--- config.mk ---
export PLATFORM = sky130hd
export DESIGN_NAME = rotary_combination_lock_flat
export DESIGN_NICKNAME = d
export VERILOG_FILES = /design/src/hw/rtl/rcl_pkg.sv /design/src/hw/rtl/rcl_step_if.sv /design/src/hw/rtl/rcl_res_if.sv /design/src/hw/rtl/rotary_combination_lock.sv /design/src/hw/rtl/rcl_cfg.sv /design/src/hw/rtl/rcl_in_stage.sv /design/src/hw/rtl/rcl_core.sv /design/src/flat_wrapper.sv
export VERILOG_INCLUDE_DIRS = /design/src /design/src/hw/rtl
export SDC_FILE = /design/constraint.sdc
export NUM_CORES = 1
export LEC_CHECK = 0
export BUFFER_PORTS_ARGS = -buffer_cell sky130_fd_sc_hd__buf_4
export CAP_MARGIN = 10
export CORE_ASPECT_RATIO = 1.5
export CORE_MARGIN = 2
export CORE_UTILIZATION = 25
export DETAILED_ROUTE_END_ITERATION = 10
export GPL_TIMING_DRIVEN = 0
export PLACE_DENSITY = 0.43
export SLEW_MARGIN = 5
export SYNTH_ARGS = -nofsm -noshare
export SYNTH_HDL_FRONTEND = slang
export SYNTH_SLANG_ARGS = --single-unit
--- constraint.sdc ---
create_clock -name i_clk -period 6.14 [get_ports i_clk]
set_input_delay 0.921 -clock i_clk [delete_from_list [all_inputs] [get_ports i_clk]]
set_output_delay 0.921 -clock i_clk [all_outputs]
set_load 0.05 [all_outputs]
--- src/hw/rtl/rotary_combination_lock_assert.svh ---
// assertion macros for the rotary combination lock
// used by the rtl files that carry concurrent checks, no other dependencies
`ifndef ROTARY_COMBINATION_LOCK_ASSERT_SVH
`define ROTARY_COMBINATION_LOCK_ASSERT_SVH

// combinational property checked at every rising clock edge outside reset
`define RCL_ASSERT(lbl, clk, rst_n, expr, msg) \
    lbl: assert property (@(posedge clk) disable iff (!rst_n) (expr)) else $error(msg);

// same-cycle implication
`define RCL_ASSERT_IMPL(lbl, clk, rst_n, ante, cons, msg) \
    lbl: assert property (@(posedge clk) disable iff (!rst_n) (ante) |-> (cons)) else $error(msg);

// next-cycle implication
`define RCL_ASSERT_NEXT(lbl, clk, rst_n, ante, cons, msg) \
    lbl: assert property (@(posedge clk) disable iff (!rst_n) (ante) |=> (cons)) else $error(msg);

`endif

--- src/hw/rtl/rcl_pkg.sv ---
// shared types and constants of the rotary combination lock
// no dependencies
package rcl_pkg;

    // fixed field widths
    localparam int SCALE_W    = 7;
    localparam int DIGIT_W    = 6;
    localparam int LAND_W     = 4;
    localparam int PHASE_W    = 2;
    localparam int CFG_IDX_W  = 3;
    localparam int CFG_DATA_W = 7;

    // number of combination phases
    localparam int CODE_LENGTH = 3;

    // register reset values
    localparam logic [SCALE_W-1:0] SCALE_RESET = 7'd16;
    localparam logic [DIGIT_W-1:0] DIGIT0_RESET = 6'd10;
    localparam logic [DIGIT_W-1:0] DIGIT1_RESET = 6'd5;
    localparam logic [DIGIT_W-1:0] DIGIT2_RESET = 6'd8;
    localparam logic [LAND_W-1:0]  LAND0_RESET  = 4'd4;
    localparam logic [LAND_W-1:0]  LAND1_RESET  = 4'd3;
    localparam logic [LAND_W-1:0]  LAND2_RESET  = 4'd2;
    localparam logic               FIRST_DIR_RESET = 1'b0;

    // register indexes
    typedef enum logic [CFG_IDX_W-1:0] {
        REG_SCALE_COUNT     = 3'd0,
        REG_CODE_DIGIT_0    = 3'd1,
        REG_CODE_DIGIT_1    = 3'd2,
        REG_CODE_DIGIT_2    = 3'd3,
        REG_LANDINGS_0      = 3'd4,
        REG_LANDINGS_1      = 3'd5,
        REG_LANDINGS_2      = 3'd6,
        REG_FIRST_DIRECTION = 3'd7
    } t_cfg_idx;

    // configuration as seen by the step logic
    typedef struct packed {
        logic [SCALE_W-1:0]              scale_count;
        logic [CODE_LENGTH-1:0][DIGIT_W-1:0] code_digit;
        logic [CODE_LENGTH-1:0][LAND_W-1:0]  landings;
        logic                            first_direction;
    } t_cfg;

    // input stage to step logic
    typedef struct packed {
        logic valid;
        logic step_direction;
    } t_stage;

endpackage

--- src/hw/rtl/rcl_step_if.sv ---
// input channel of the lock: one detent step per beat
// depends on nothing
interface rcl_step_if;
    logic valid;
    logic ready;
    logic step_direction;

    modport source (output valid, output step_direction, input ready);
    modport sink   (input valid, input step_direction, output ready);
endinterface

--- src/hw/rtl/rcl_res_if.sv ---
// result channel of the lock: dial and phase status per beat
// depends on nothing
interface rcl_res_if;
    logic       valid;
    logic       ready;
    logic [5:0] dial_position;
    logic [1:0] phase_index;
    logic       fail_flag;
    logic       step_flag;
    logic       success_flag;
    logic       opened;

    modport source (output valid, output dial_position, output phase_index,
                    output fail_flag, output step_flag, output success_flag,
                    output opened, input ready);
    modport sink   (input valid, input dial_position, input phase_index,
                    input fail_flag, input step_flag, input success_flag,
                    input opened, output ready);
endinterface

--- src/hw/rtl/rotary_combination_lock.sv ---
// rotary combination lock: an accepted step beat passes the input register, then the result register
// throughput one step per cycle while results are taken; dial, phase and landing state update in one registered loop
// a stalled result holds the result register; one more beat still enters an empty input register
// reset is synchronous, active low: dial, phase, count and opened flag clear, registers
// return to their defaults, no clearing pass
module rotary_combination_lock #(
    parameter int MAX_POSITIONS = 64
) (
    input  logic                           i_clk,
    input  logic                           i_rst_n,
    rcl_step_if.sink                       i_step,
    rcl_res_if.source                      o_res,
    input  logic                           i_cfg_we,
    input  logic [rcl_pkg::CFG_IDX_W-1:0]  i_cfg_index,
    input  logic [rcl_pkg::CFG_DATA_W-1:0] i_cfg_wdata
);

    rcl_pkg::t_cfg   cfg;
    rcl_pkg::t_stage stage;
    logic            adv;

    // configuration registers
    rcl_cfg u_cfg (
        .i_clk       (i_clk),
        .i_rst_n     (i_rst_n),
        .i_cfg_we    (i_cfg_we),
        .i_cfg_index (i_cfg_index),
        .i_cfg_wdata (i_cfg_wdata),
        .o_cfg       (cfg)
    );

    // input register
    rcl_in_stage u_in (
        .i_clk   (i_clk),
        .i_rst_n (i_rst_n),
        .i_step  (i_step),
        .i_adv   (adv),
        .o_stage (stage)
    );

    // step logic and result register
    rcl_core #(
        .MAX_POSITIONS (MAX_POSITIONS)
    ) u_core (
        .i_clk   (i_clk),
        .i_rst_n (i_rst_n),
        .i_cfg   (cfg),
        .i_stage (stage),
        .o_adv   (adv),
        .o_res   (o_res)
    );

endmodule

--- src/hw/rtl/rcl_cfg.sv ---
// configuration register file of the lock
// depends on rcl_pkg
module rcl_cfg (
    input  logic                           i_clk,
    input  logic                           i_rst_n,
    input  logic                           i_cfg_we,
    input  logic [rcl_pkg::CFG_IDX_W-1:0]  i_cfg_index,
    input  logic [rcl_pkg::CFG_DATA_W-1:0] i_cfg_wdata,
    output rcl_pkg::t_cfg                  o_cfg
);

    rcl_pkg::t_cfg r_cfg;

    // register writes, one index per write
    always_ff @(posedge i_clk) begin
        if (!i_rst_n) begin
            r_cfg.scale_count     <= rcl_pkg::SCALE_RESET;
            r_cfg.code_digit[0]   <= rcl_pkg::DIGIT0_RESET;
            r_cfg.code_digit[1]   <= rcl_pkg::DIGIT1_RESET;
            r_cfg.code_digit[2]   <= rcl_pkg::DIGIT2_RESET;
            r_cfg.landings[0]     <= rcl_pkg::LAND0_RESET;
            r_cfg.landings[1]     <= rcl_pkg::LAND1_RESET;
            r_cfg.landings[2]     <= rcl_pkg::LAND2_RESET;
            r_cfg.first_direction <= rcl_pkg::FIRST_DIR_RESET;
        end else if (i_cfg_we) begin
            unique case (rcl_pkg::t_cfg_idx'(i_cfg_index))
                rcl_pkg::REG_SCALE_COUNT: begin
                    r_cfg.scale_count <= i_cfg_wdata[rcl_pkg::SCALE_W-1:0];
                end
                rcl_pkg::REG_CODE_DIGIT_0: begin
                    r_cfg.code_digit[0] <= i_cfg_wdata[rcl_pkg::DIGIT_W-1:0];
                end
                rcl_pkg::REG_CODE_DIGIT_1: begin
                    r_cfg.code_digit[1] <= i_cfg_wdata[rcl_pkg::DIGIT_W-1:0];
                end
                rcl_pkg::REG_CODE_DIGIT_2: begin
                    r_cfg.code_digit[2] <= i_cfg_wdata[rcl_pkg::DIGIT_W-1:0];
                end
                rcl_pkg::REG_LANDINGS_0: begin
                    r_cfg.landings[0] <= i_cfg_wdata[rcl_pkg::LAND_W-1:0];
                end
                rcl_pkg::REG_LANDINGS_1: begin
                    r_cfg.landings[1] <= i_cfg_wdata[rcl_pkg::LAND_W-1:0];
                end
                rcl_pkg::REG_LANDINGS_2: begin
                    r_cfg.landings[2] <= i_cfg_wdata[rcl_pkg::LAND_W-1:0];
                end
                rcl_pkg::REG_FIRST_DIRECTION: begin
                    r_cfg.first_direction <= i_cfg_wdata[0];
                end
            endcase
        end
    end

    assign o_cfg = r_cfg;

endmodule

--- src/hw/rtl/rcl_in_stage.sv ---
// input register of the lock, one step beat deep
// depends on rcl_pkg and rcl_step_if
module rcl_in_stage (
    input  logic           i_clk,
    input  logic           i_rst_n,
    rcl_step_if.sink       i_step,
    input  logic           i_adv,
    output rcl_pkg::t_stage o_stage
);

    logic r_valid;
    logic r_dir;

    // take a new beat when empty or when the held one moves on
    assign i_step.ready = !r_valid || i_adv;

    always_ff @(posedge i_clk) begin
        if (!i_rst_n) begin
            r_valid <= 1'b0;
        end else if (i_step.ready) begin
            r_valid <= i_step.valid;
        end
    end

    // payload, no reset
    always_ff @(posedge i_clk) begin
        if (i_step.valid && i_step.ready) begin
            r_dir <= i_step.step_direction;
        end
    end

    assign o_stage.valid          = r_valid;
    assign o_stage.step_direction = r_dir;

endmodule

--- src/hw/rtl/rcl_core.sv ---
// step logic of the lock: dial state, phase tracking and result register
// depends on rcl_pkg, rcl_res_if and rotary_combination_lock_assert.svh
`include "rotary_combination_lock_assert.svh"

module rcl_core #(
    parameter int MAX_POSITIONS = 64
) (
    input  logic            i_clk,
    input  logic            i_rst_n,
    input  rcl_pkg::t_cfg   i_cfg,
    input  rcl_pkg::t_stage i_stage,
    output logic            o_adv,
    rcl_res_if.source       o_res
);

    localparam int PW = $clog2(MAX_POSITIONS);
    localparam int CW = (PW + 1 > rcl_pkg::SCALE_W) ? PW + 1 : rcl_pkg::SCALE_W;
    localparam int DW = (PW > rcl_pkg::DIGIT_W) ? PW : rcl_pkg::DIGIT_W;
    localparam int PH = rcl_pkg::PHASE_W;
    localparam int LW = rcl_pkg::LAND_W;

    // lock state
    logic [PW-1:0] r_pos;
    logic [PH-1:0] r_phase;
    logic [LW-1:0] r_cnt;
    logic          r_exp;
    logic          r_open;

    // result register
    logic          r_out_valid;
    logic [5:0]    r_out_dial;
    logic [PH-1:0] r_out_phase;
    logic          r_out_fail;
    logic          r_out_step;
    logic          r_out_success;

    logic [PW-1:0] n_pos;
    logic [PH-1:0] n_phase;
    logic [LW-1:0] n_cnt;
    logic          n_exp;
    logic          n_open;
    logic          n_fail;
    logic          n_step;
    logic          n_success;

    logic [CW-1:0] scale_ext;
    logic [CW-1:0] eff_scale;
    logic [CW-1:0] eff_m1;
    logic [CW-1:0] pos_inc;
    logic [DW-1:0] pos_dw;
    logic [PH-1:0] ph_cur;
    logic [PH:0]   ph_inc;
    logic [rcl_pkg::DIGIT_W-1:0] sel_digit;
    logic [LW-1:0] sel_land;
    logic [LW-1:0] cnt_inc;
    logic          dir;
    logic          fire;

    // the result register frees up when empty or taken
    assign o_adv = !r_out_valid || o_res.ready;
    assign fire  = o_adv && i_stage.valid;
    assign dir   = i_stage.step_direction;

    // effective scale, clamped to the dial size and at least one
    always_comb begin
        scale_ext = CW'(i_cfg.scale_count);
        priority if (scale_ext > CW'(MAX_POSITIONS)) begin
            eff_scale = CW'(MAX_POSITIONS);
        end else if (scale_ext == '0) begin
            eff_scale = CW'(1);
        end else begin
            eff_scale = scale_ext;
        end
        eff_m1  = eff_scale - CW'(1);
        pos_inc = CW'(r_pos) + CW'(1);
    end

    // one detent step
    always_comb begin
        n_fail    = (dir != r_exp);
        n_exp     = n_fail ? i_cfg.first_direction : r_exp;
        n_phase   = n_fail ? '0 : r_phase;
        n_step    = 1'b0;
        n_success = 1'b0;
        n_open    = r_open;
        n_cnt     = r_cnt;

        // move the dial with wrap
        if (dir) begin
            n_pos = (pos_inc >= eff_scale) ? '0 : pos_inc[PW-1:0];
        end else begin
            n_pos = (r_pos == '0) ? eff_m1[PW-1:0] : r_pos - PW'(1);
        end
        pos_dw = DW'(n_pos);

        // digit and landings of the awaited phase
        ph_cur = (n_phase < PH'(rcl_pkg::CODE_LENGTH)) ? n_phase : '0;
        ph_inc = {1'b0, ph_cur} + (PH + 1)'(1);
        unique case (ph_cur)
            2'd1: begin
                sel_digit = i_cfg.code_digit[1];
                sel_land  = i_cfg.landings[1];
            end
            2'd2: begin
                sel_digit = i_cfg.code_digit[2];
                sel_land  = i_cfg.landings[2];
            end
            default: begin
                sel_digit = i_cfg.code_digit[0];
                sel_land  = i_cfg.landings[0];
            end
        endcase
        cnt_inc = r_cnt + LW'(1);

        // landing on the digit, phase completes at the required count
        if (pos_dw == DW'(sel_digit)) begin
            n_cnt = cnt_inc;
            if (cnt_inc == sel_land) begin
                n_step = 1'b1;
                n_cnt  = '0;
                n_exp  = !dir;
                if (ph_inc >= (PH + 1)'(rcl_pkg::CODE_LENGTH)) begin
                    n_success = 1'b1;
                    n_open    = 1'b1;
                    n_phase   = '0;
                end else begin
                    n_phase = ph_inc[PH-1:0];
                end
            end
        end
    end

    // state and result valid
    always_ff @(posedge i_clk) begin
        if (!i_rst_n) begin
            r_pos       <= '0;
            r_phase     <= '0;
            r_cnt       <= '0;
            r_exp       <= rcl_pkg::FIRST_DIR_RESET;
            r_open      <= 1'b0;
            r_out_valid <= 1'b0;
        end else begin
            if (fire) begin
                r_pos   <= n_pos;
                r_phase <= n_phase;
                r_cnt   <= n_cnt;
                r_exp   <= n_exp;
                r_open  <= n_open;
            end
            if (o_adv) begin
                r_out_valid <= i_stage.valid;
            end
        end
    end

    // result payload, no reset
    always_ff @(posedge i_clk) begin
        if (fire) begin
            r_out_dial    <= pos_dw[5:0];
            r_out_phase   <= n_phase;
            r_out_fail    <= n_fail;
            r_out_step    <= n_step;
            r_out_success <= n_success;
        end
    end

    assign o_res.valid         = r_out_valid;
    assign o_res.dial_position = r_out_dial;
    assign o_res.phase_index   = r_out_phase;
    assign o_res.fail_flag     = r_out_fail;
    assign o_res.step_flag     = r_out_step;
    assign o_res.success_flag  = r_out_success;
    assign o_res.opened        = r_open;

    // checks
    `RCL_ASSERT(a_phase_range, i_clk, i_rst_n, r_phase < PH'(rcl_pkg::CODE_LENGTH), "phase out of range")
    `RCL_ASSERT_IMPL(a_success_step, i_clk, i_rst_n, r_out_valid && r_out_success, r_out_step && r_open && (r_out_phase == '0), "success without phase completion")
    `RCL_ASSERT_IMPL(a_step_clears, i_clk, i_rst_n, r_out_valid && r_out_step, r_cnt == '0, "landing count not cleared on phase step")
    `RCL_ASSERT_NEXT(a_open_sticky, i_clk, i_rst_n, r_open, r_open, "opened flag dropped")

endmodule

--- src/flat_wrapper.sv ---
// flat-port wrapper written by rule: the top's interface ports become plain ports
module rotary_combination_lock_flat 
#(
    parameter int MAX_POSITIONS = 64
)
  (i_clk, i_rst_n, i_cfg_we, i_cfg_index, i_cfg_wdata, i_step_valid, i_step_step_direction, i_step_ready, o_res_valid, o_res_dial_position, o_res_phase_index, o_res_fail_flag, o_res_step_flag, o_res_success_flag, o_res_opened, o_res_ready);
  rcl_step_if i_step_i ();
  rcl_res_if o_res_i ();
  input  logic i_clk;
  input  logic i_rst_n;
  input  logic i_cfg_we;
  input  logic [rcl_pkg::CFG_IDX_W-1:0] i_cfg_index;
  input  logic [rcl_pkg::CFG_DATA_W-1:0] i_cfg_wdata;
  input wire logic [$bits(i_step_i.valid)-1:0] i_step_valid;
  input wire logic [$bits(i_step_i.step_direction)-1:0] i_step_step_direction;
  output wire logic [$bits(i_step_i.ready)-1:0] i_step_ready;
  output wire logic [$bits(o_res_i.valid)-1:0] o_res_valid;
  output wire logic [$bits(o_res_i.dial_position)-1:0] o_res_dial_position;
  output wire logic [$bits(o_res_i.phase_index)-1:0] o_res_phase_index;
  output wire logic [$bits(o_res_i.fail_flag)-1:0] o_res_fail_flag;
  output wire logic [$bits(o_res_i.step_flag)-1:0] o_res_step_flag;
  output wire logic [$bits(o_res_i.success_flag)-1:0] o_res_success_flag;
  output wire logic [$bits(o_res_i.opened)-1:0] o_res_opened;
  input wire logic [$bits(o_res_i.ready)-1:0] o_res_ready;
  assign i_step_i.valid = i_step_valid;
  assign i_step_i.step_direction = i_step_step_direction;
  assign i_step_ready = i_step_i.ready;
  assign o_res_valid = o_res_i.valid;
  assign o_res_dial_position = o_res_i.dial_position;
  assign o_res_phase_index = o_res_i.phase_index;
  assign o_res_fail_flag = o_res_i.fail_flag;
  assign o_res_step_flag = o_res_i.step_flag;
  assign o_res_success_flag = o_res_i.success_flag;
  assign o_res_opened = o_res_i.opened;
  assign o_res_i.ready = o_res_ready;
  rotary_combination_lock #(.MAX_POSITIONS(MAX_POSITIONS)) u_core (.i_clk(i_clk), .i_rst_n(i_rst_n), .i_step(i_step_i), .o_res(o_res_i), .i_cfg_we(i_cfg_we), .i_cfg_index(i_cfg_index), .i_cfg_wdata(i_cfg_wdata));
endmodule
==> impl_metrics.csv, run 1 <==
group,metric,value,unit
clocking,clock_sinks,66,
floorplanning,placeableCoreArea,14000,sq um
worst_setup_path,critical_path_class,"reg -> reg",
timing,relSlewSlack,27.6,%
yosys,syn-instance-count,400,
power_and_ir_drop,power_density,274,nW/um^2
clocking,clock_tree.root_cell,"clkbuf_16",
global_route,grt_first_pass_wirelength,15200,um
worst_setup_path,reg2reg_depth,14,
floorplanning,die-height,151,um
timing,finalCriticalPeriod,4.52,ns
routing,routed_antenna_nets,0,
placed_design,placer_congestion,0.841,
clocking,clock_tree_from_tritoncts,"done",
global_route,antenna_violations_before_repair,0,
cells_and_area,area_delta_synth_final,20.9,%
yosys,synth_top_area_share,30.1,%
floorplanning,dieArea,15300,sq um
yosys,synth.cells.most_frequent,"57 x nor2_1, 54 x dfxtp_1, 39 x nand2_1",
timing,finalWorstSetupSlack,1.62,ns
routing,drc_violations_left,0,
placed_design,detailedPlacementHpwl,7280,um
timing,maxClockFrequency,221,MHz
worst_setup_path,worst-endpoint-required,6.23,ns
yosys,yosys.cell_count.top_type,"nor2_1",
clocking,insertion_delay,0.34,ns
cells_and_area,finish.utilization,31.0,%
cells_and_area,final_antenna_diode_count,0,
floorplanning,initial_core_util,25.6,%
routing,drt-total-wl,9630,um
clocking,ctsResizeCount,0,
power_and_ir_drop,post_layout_total_power,0.00119,W
timing,timing.clock.skew,0.00848,ns
timing,rsz0062_at_grt,"false",
yosys,ys.warnings.count,0,
yosys,synthFlopType,"dfxtp_1",
global_route,track_usage,13.3,%
global_route,grt_remaining_overflow,0,
clocking,cts-buffers-inserted,9,
cells_and_area,layout.nets,468,
timing,timing_max_transition_violations_final,0,
worst_setup_path,critPathCaptureType,"register",
yosys,asyncSetResetFlopFracSynth,0,%
worst_setup_path,start_kind,"register",
clocking,postCtsHoldBufs,0,
yosys,synth.net_count,430,
clocking,cts_htree_levels,3,
floorplanning,io_pins,30,
clocking,max-clock-path-buffers,2,
yosys,synth.cell_area,3590,sq um
floorplanning,rows,53,
yosys,synth.ff_latch_count,66,
worst_hold_path,hold_depth,2,
timing,transition_time_at_the_pin_with_the_least_slew_margin,1.09,ns
timing,finalHoldViolCount,0,
power_and_ir_drop,ir_worst_vdd,0.000119,V
clocking,postCtsSetupRepairBufs,0,
cells_and_area,instances_no_fill,635,
placed_design,placement.setup.worst_slack,1.57,ns
power_and_ir_drop,leakagePower,1.78,nW
yosys,ys_seq_area_share,40.2,%
clocking,cts.reportedPaths.clkPinSlew,0.06,ns
yosys,ys_types,57,
placed_design,placement.io_buffers,27,
routing,dr.first_iter.drc_count,88,
timing,setup-tns-final,0,ns
placed_design,numPlacedInstances,619,
run_status,result_of_the_run,"finished clean",
cells_and_area,final_layout_size_suffix_gt1_share,12.6,%
routing,detail_route.first_pass.iterations,4,
worst_setup_path,worst-endpoint-arrival,4.61,ns
yosys,synth.area.top_cells,"dfxtp_1 30%, mux2i_1 11%, edfxtp_1 10%",
yosys,post_synth.cell_area_avg,8.96,sq um
global_route,pin_count_of_the_biggest_net_entering_global_routing,21,
yosys,netlist.top_cell.by_area,"dfxtp_1",
cells_and_area,fillers,1506,
global_route,via_count_of_the_first_global_routing_pass,2868,
routing,drt-vias-per-instance,4.62,
yosys,synth_edf_count,12,
timing,final_worst_path_period_share,73.7,%
worst_hold_path,holdCritPathClass,"reg -> reg",
floorplanning,die_w,102,um
worst_setup_path,max_fanout_on_critical_path,10,
routing,routed-via-count,2931,
timing,final-setup-viol-count,0,
routing,routed_wire_length_per_instance,15.2,um
job,timing.max_cap.violations,0,
[registers in the layout, summed over array words and instances, names as in the netlist]
signal and flops:
u_core.u_in.r_valid 1, u_core.u_core.o_res.step_flag 1, u_core.u_core.o_res.dial_position 6, u_core.u_core.o_res.fail_flag 1
u_core.u_cfg.o_cfg 38, u_core.u_core.o_res.phase_index 2, u_core.u_core.o_res.opened 1, u_core.u_core.o_res.success_flag 1
u_core.u_in.r_dir 1, u_core.u_core.o_res.valid 1, u_core.u_core.r_phase 2, u_core.u_core.r_cnt 4
u_core.u_core.r_pos 6, u_core.u_core.r_exp 1
[power breakdown]
part	switching (W)	total (W)	internal [W]
Sequential	0.00000896	0.000467	0.000458
Combinational	0.000121	0.000196	0.0000750
Clock	0.000202	0.000523	0.000322
Total	0.000332	0.00119	0.000855
[final timing paths]
check / startpoint / endpoint / slack [ns]
hold / removal: u_core.u_core.r_phase[0]$_SDFFE_PN0P_ / u_core.u_core.r_phase[0]$_SDFFE_PN0P_ / 0.47
setup reg to reg: u_core.u_in.r_dir$_DFFE_PP_ / u_core.u_core.o_res.phase_index[1]$_DFFE_PP_ / 1.62
hold reg to reg: u_core.u_core.r_phase[0]$_SDFFE_PN0P_ / u_core.u_core.r_phase[0]$_SDFFE_PN0P_ / 0.47
setup / recovery: u_core.u_in.r_dir$_DFFE_PP_ / u_core.u_core.o_res.phase_index[1]$_DFFE_PP_ / 1.62
[cell families after synthesis]
group	count (synthesis)	share of synthesized area, %
fa+ha+maj	14	4.88
xor+xnor	19	4.64
simple gates	154	21.0
compound gates	72	14.2
flops	66	40.2
buf+inv	36	4.08
mux	39	10.9
[critical path: stages, from the launching register on]
cell and delay (ns):
edfxtp_1 0.34, clkbuf_1 0.37, clkbuf_1 0.40, xnor2_1 0.26
nand2_1 0.20, inv_1 0.12, ha_1 0.15, clkbuf_1 0.44
a22oi_1 0.18, o21ai_0 0.30, xnor2_1 0.13, nor4_1 0.67
and4b_1 0.37, buf_2 0.23, o21ai_0 0.11
[cell usage in the layout (no fill, tap or decap), types with 7 or more instances in the layout]
| master | Yosys | layout |
|---|---|---|
| nor2_1 | 57 | 57 |
| nor3_1 | 9 | 9 |
| xnor2_1 | 13 | 13 |
| nand2_1 | 39 | 39 |
| edfxtp_1 | 12 | 12 |
| clkbuf_16 | 0 | 10 |
| nand3_1 | 11 | 11 |
| a21oi_1 | 12 | 12 |
| ha_1 | 14 | 14 |
| dfxtp_1 | 54 | 54 |
| o21ai_0 | 16 | 16 |
| buf_4 | 0 | 27 |
| a22oi_1 | 9 | 9 |
| a211oi_1 | 7 | 7 |
| mux2i_1 | 38 | 38 |
| inv_1 | 11 | 11 |
| clkbuf_1 | 18 | 18 |
[metal layers]
| layer | part of all wire (%) | GRT usage, % |
|---|---|---|
| met1 | 42 | 14.5 |
| met2 | 51 | 23.7 |
| met3 | 2.6 | 2.65 |
| met4 | 3.6 | 7.43 |
| met5 | 0 | 0 |
[stage by stage]
step	area, sq um	hold slack (ns)
final	4340	0.467
after global routing	4340	0.485
after CTS	4340	0.465
after detailed placement	4030	0.457
after global placement	4030	0.443
after floorplan	3590	0.432
[layout make-up]
| type | count | area, sq um | area share (%) |
|---|---|---|---|
| plain buffers | 23 | 97.6 | 2.25 |
| clock buffers | 12 | 278 | 6.41 |
| clock inverters | 4 | 28.8 | 0.664 |
| inverters | 13 | 48.8 | 1.13 |
| multi-input cells | 298 | 2000 | 46.1 |
| flip-flops and latches | 66 | 1440 | 33.2 |
| well taps | 192 | 240 | 5.54 |
| repair buffers | 27 | 203 | 4.68 |
Note: power is estimated with default switching activity, not from simulation.
==> inputs of run 2 (changes only) <==
--- a/config.mk
+++ b/config.mk
@@ -13,7 +13,7 @@
 export CORE_UTILIZATION = 25
 export DETAILED_ROUTE_END_ITERATION = 10
 export GPL_TIMING_DRIVEN = 0
-export PLACE_DENSITY = 0.43
+export PLACE_DENSITY = 0.44
 export SLEW_MARGIN = 5
 export SYNTH_ARGS = -nofsm -noshare
 export SYNTH_HDL_FRONTEND = slang
==> constraint.sdc (replaced) <==
create_clock -name i_clk -period 3.7 [get_ports i_clk]
set_input_delay 0.555 -clock i_clk [delete_from_list [all_inputs] [get_ports i_clk]]
set_output_delay 0.555 -clock i_clk [all_outputs]
set_load 0.05 [all_outputs]
==> impl_metrics.csv, run 2 (synthesis gave the netlist of run 1 again) <==
group,metric,value,unit
cells_and_area,largest_reg_flops,38,
cells_and_area,fillers,1498,
worst_setup_path,max_fanout_on_critical_path,10,
routing,routed-via-count,2946,
global_route,grt_remaining_overflow,0,
global_route,via_count_of_the_first_global_routing_pass,2827,
timing,transition_time_at_the_pin_with_the_least_slew_margin,1.02,ns
worst_setup_path,cpLargestDelayFamily,"simple AND/OR/NAND/NOR gates",
worst_hold_path,holdCritPathClass,"in -> reg",
clocking,cts-buffers-inserted,9,
timing,maxClockFrequency,280,MHz
floorplanning,initial_core_util,25.6,%
power_and_ir_drop,power_density,437,nW/um^2
placed_design,detailedPlacementHpwl,7180,um
placed_design,dpl-instance-area,4030,sq um
worst_setup_path,worst-endpoint-required,3.79,ns
floorplanning,io_pins,30,
timing,finalWorstSetupSlack,0.131,ns
cells_and_area,final_cell_mix,"57 x nor2_1, 51 x dfxtp_1, 39 x nand2_1",
cells_and_area,layout.cells.most_common,"nor2_1",
worst_hold_path,hp-start,"i_step_step_direction",
placed_design,numPlacedInstances,619,
cells_and_area,instances_no_fill,638,
cells_and_area,final_layout_size_suffix_gt1_share,20.0,%
worst_setup_path,r2r_start,"u_core.u_cfg.o_cfg[34]$_SDFFE_PN0P_",
cells_and_area,layout.nets,471,
routing,dr.first_iter.drc_count,65,
worst_setup_path,cpMaxStageDelayCell,"or4_4",
worst_setup_path,critical_path.n_buffers_inverters,2,
global_route,grt_first_pass_wirelength,15100,um
floorplanning,rows,53,
worst_setup_path,worst-endpoint-arrival,3.66,ns
cells_and_area,post-route-cell-area,4530,sq um
placed_design,placement.io_buffers,27,
floorplanning,placeableCoreArea,14000,sq um
worst_setup_path,crit_path_cell_trace,"or3_4, o2bb2ai_4, ha_1, nand2b_1, a211o_1, a211o_1, buf_4, or4_4, o21ai_2, nor4_2, and4b_2, buf_4, and2_1",
floorplanning,die-height,151,um
cells_and_area,area_delta_synth_final,26.4,%
timing,final-setup-viol-count,0,
clocking,cts.reportedPaths.clkPinSlew,0.06,ns
floorplanning,dieArea,15300,sq um
worst_setup_path,max_stage_delay,0.52,ns
floorplanning,die_w,102,um
job,timing.max_cap.violations,0,
worst_setup_path,start_kind,"register",
global_route,antenna_violations_before_repair,0,
placed_design,placement.setup.worst_slack,-0.840,ns
clocking,clock_tree.root_cell,"clkbuf_16",
routing,routed_wire_length_per_instance,15.2,um
routing,detail_route.first_pass.iterations,4,
clocking,insertion_delay,0.33,ns
worst_setup_path,critPathCaptureType,"register",
routing,drc_violations_left,0,
worst_hold_path,worstHoldEndpoint,"u_core.u_in.r_dir$_DFFE_PP_",
timing,relSlewSlack,32.2,%
worst_setup_path,worstReg2RegEnd,"u_core.u_core.o_res.success_flag$_SDFFCE_PN0P_",
worst_setup_path,critical_path_class,"reg -> reg",
global_route,pin_count_of_the_biggest_net_entering_global_routing,21,
timing,setup-tns-final,0,ns
power_and_ir_drop,ir_worst_vdd,0.000186,V
routing,drt-total-wl,9710,um
clocking,max-clock-path-buffers,2,
run_status,result_of_the_run,"finished clean",
placed_design,placer_congestion,0.843,
timing,timing_max_transition_violations_final,0,
power_and_ir_drop,leakagePower,1.86,nW
cells_and_area,final_antenna_diode_count,0,
worst_hold_path,hold_depth,1,
routing,drt-vias-per-instance,4.62,
global_route,track_usage,13.1,%
worst_setup_path,rrSetupSlack,0.13,ns
worst_setup_path,reg2reg_depth,13,
timing,final_worst_path_period_share,96.5,%
clocking,clock_tree_from_tritoncts,"done",
cells_and_area,finish.utilization,32.4,%
timing,timing.clock.skew,0.00876,ns
clocking,cts_htree_levels,3,
timing,finalHoldViolCount,0,
timing,finalCriticalPeriod,3.57,ns
clocking,clock_sinks,66,
routing,routed_antenna_nets,0,
[run 2: cell types whose count changed in the layout (fill, tap and decap cells not counted), sizes merged]
cell      delta
buf          +7
clkbuf       -4
clkinv       -2
clkinvlp     +1
inv          +1
[run 2: how the worst max path moves through the flow]
stage | end | cells past startpoint | slack [ns] | start
floorplan | u_core.u_core.r_cnt[2]$_SDFFE_PN0P_ | 13 | 0.21 | u_core.u_in.r_dir$_DFFE_PP_
global placement | u_core.u_core.o_res.phase_index[1]$_DFFE_PP_ | 14 | -0.81 | u_core.u_in.r_dir$_DFFE_PP_
detailed placement | u_core.u_core.o_res.phase_index[1]$_DFFE_PP_ | 14 | -0.84 | u_core.u_in.r_dir$_DFFE_PP_
CTS | u_core.u_core.r_cnt[2]$_SDFFE_PN0P_ | 15 | 0.02 | u_core.u_core.r_pos[0]$_SDFFE_PN0P_
global route | u_core.u_core.r_cnt[3]$_SDFFE_PN0P_ | 14 | -0.01 | u_core.u_in.r_dir$_DFFE_PP_
finish | u_core.u_core.o_res.success_flag$_SDFFCE_PN0P_ | 13 | 0.13 | u_core.u_cfg.o_cfg[34]$_SDFFE_PN0P_
[run 2: metrics by stage]
step	total power [W]	hold WS, ns
after floorplan	0.00102	0.432
after global placement	0.00111	0.441
after detailed placement	0.00112	0.457
after CTS	0.00198	0.392
after global routing	0.00206	0.396
final	0.00198	0.406
[run 2: report_power, final]
part           internal, W  switching (W)
Clock             0.000513       0.000327
Sequential        0.000760      0.0000169
Combinational     0.000149       0.000215
Total              0.00142       0.000559
[run 2: repair_timing]
| item | in CTS | in global routing |
|---|---|---|
| hold buffers | 0 | 0 |
| gates resized for setup | 19 | 23 |
| setup buffers | 1 | 5 |
| setup endpoints to repair | 12 | 12 |
| pin swaps | 2 | 7 |
| cloned | 0 | 0 |
[run 2: area by class of cell]
cell class / instances / area [sq um] / area share (%)
plain buffers: 20 / 103 / 2.26
clock buffers: 12 / 267 / 5.88
clock inverters: 4 / 30.0 / 0.663
inverters: 13 / 52.6 / 1.16
multi-input cells: 298 / 2150 / 47.4
flip-flops and latches: 66 / 1450 / 31.9
well taps: 192 / 240 / 5.30
repair buffers: 33 / 248 / 5.47
[run 2: routing by layer]
layer	wire, um	up-vias	share of wire (%)	track usage (%)
li1	-	1506	-	-
met1	4140	1380	43	15.3
met2	5020	45	52	22.8
met3	261	15	2.7	2.23
met4	290	0	3.0	6.49
met5	0	-	0	0
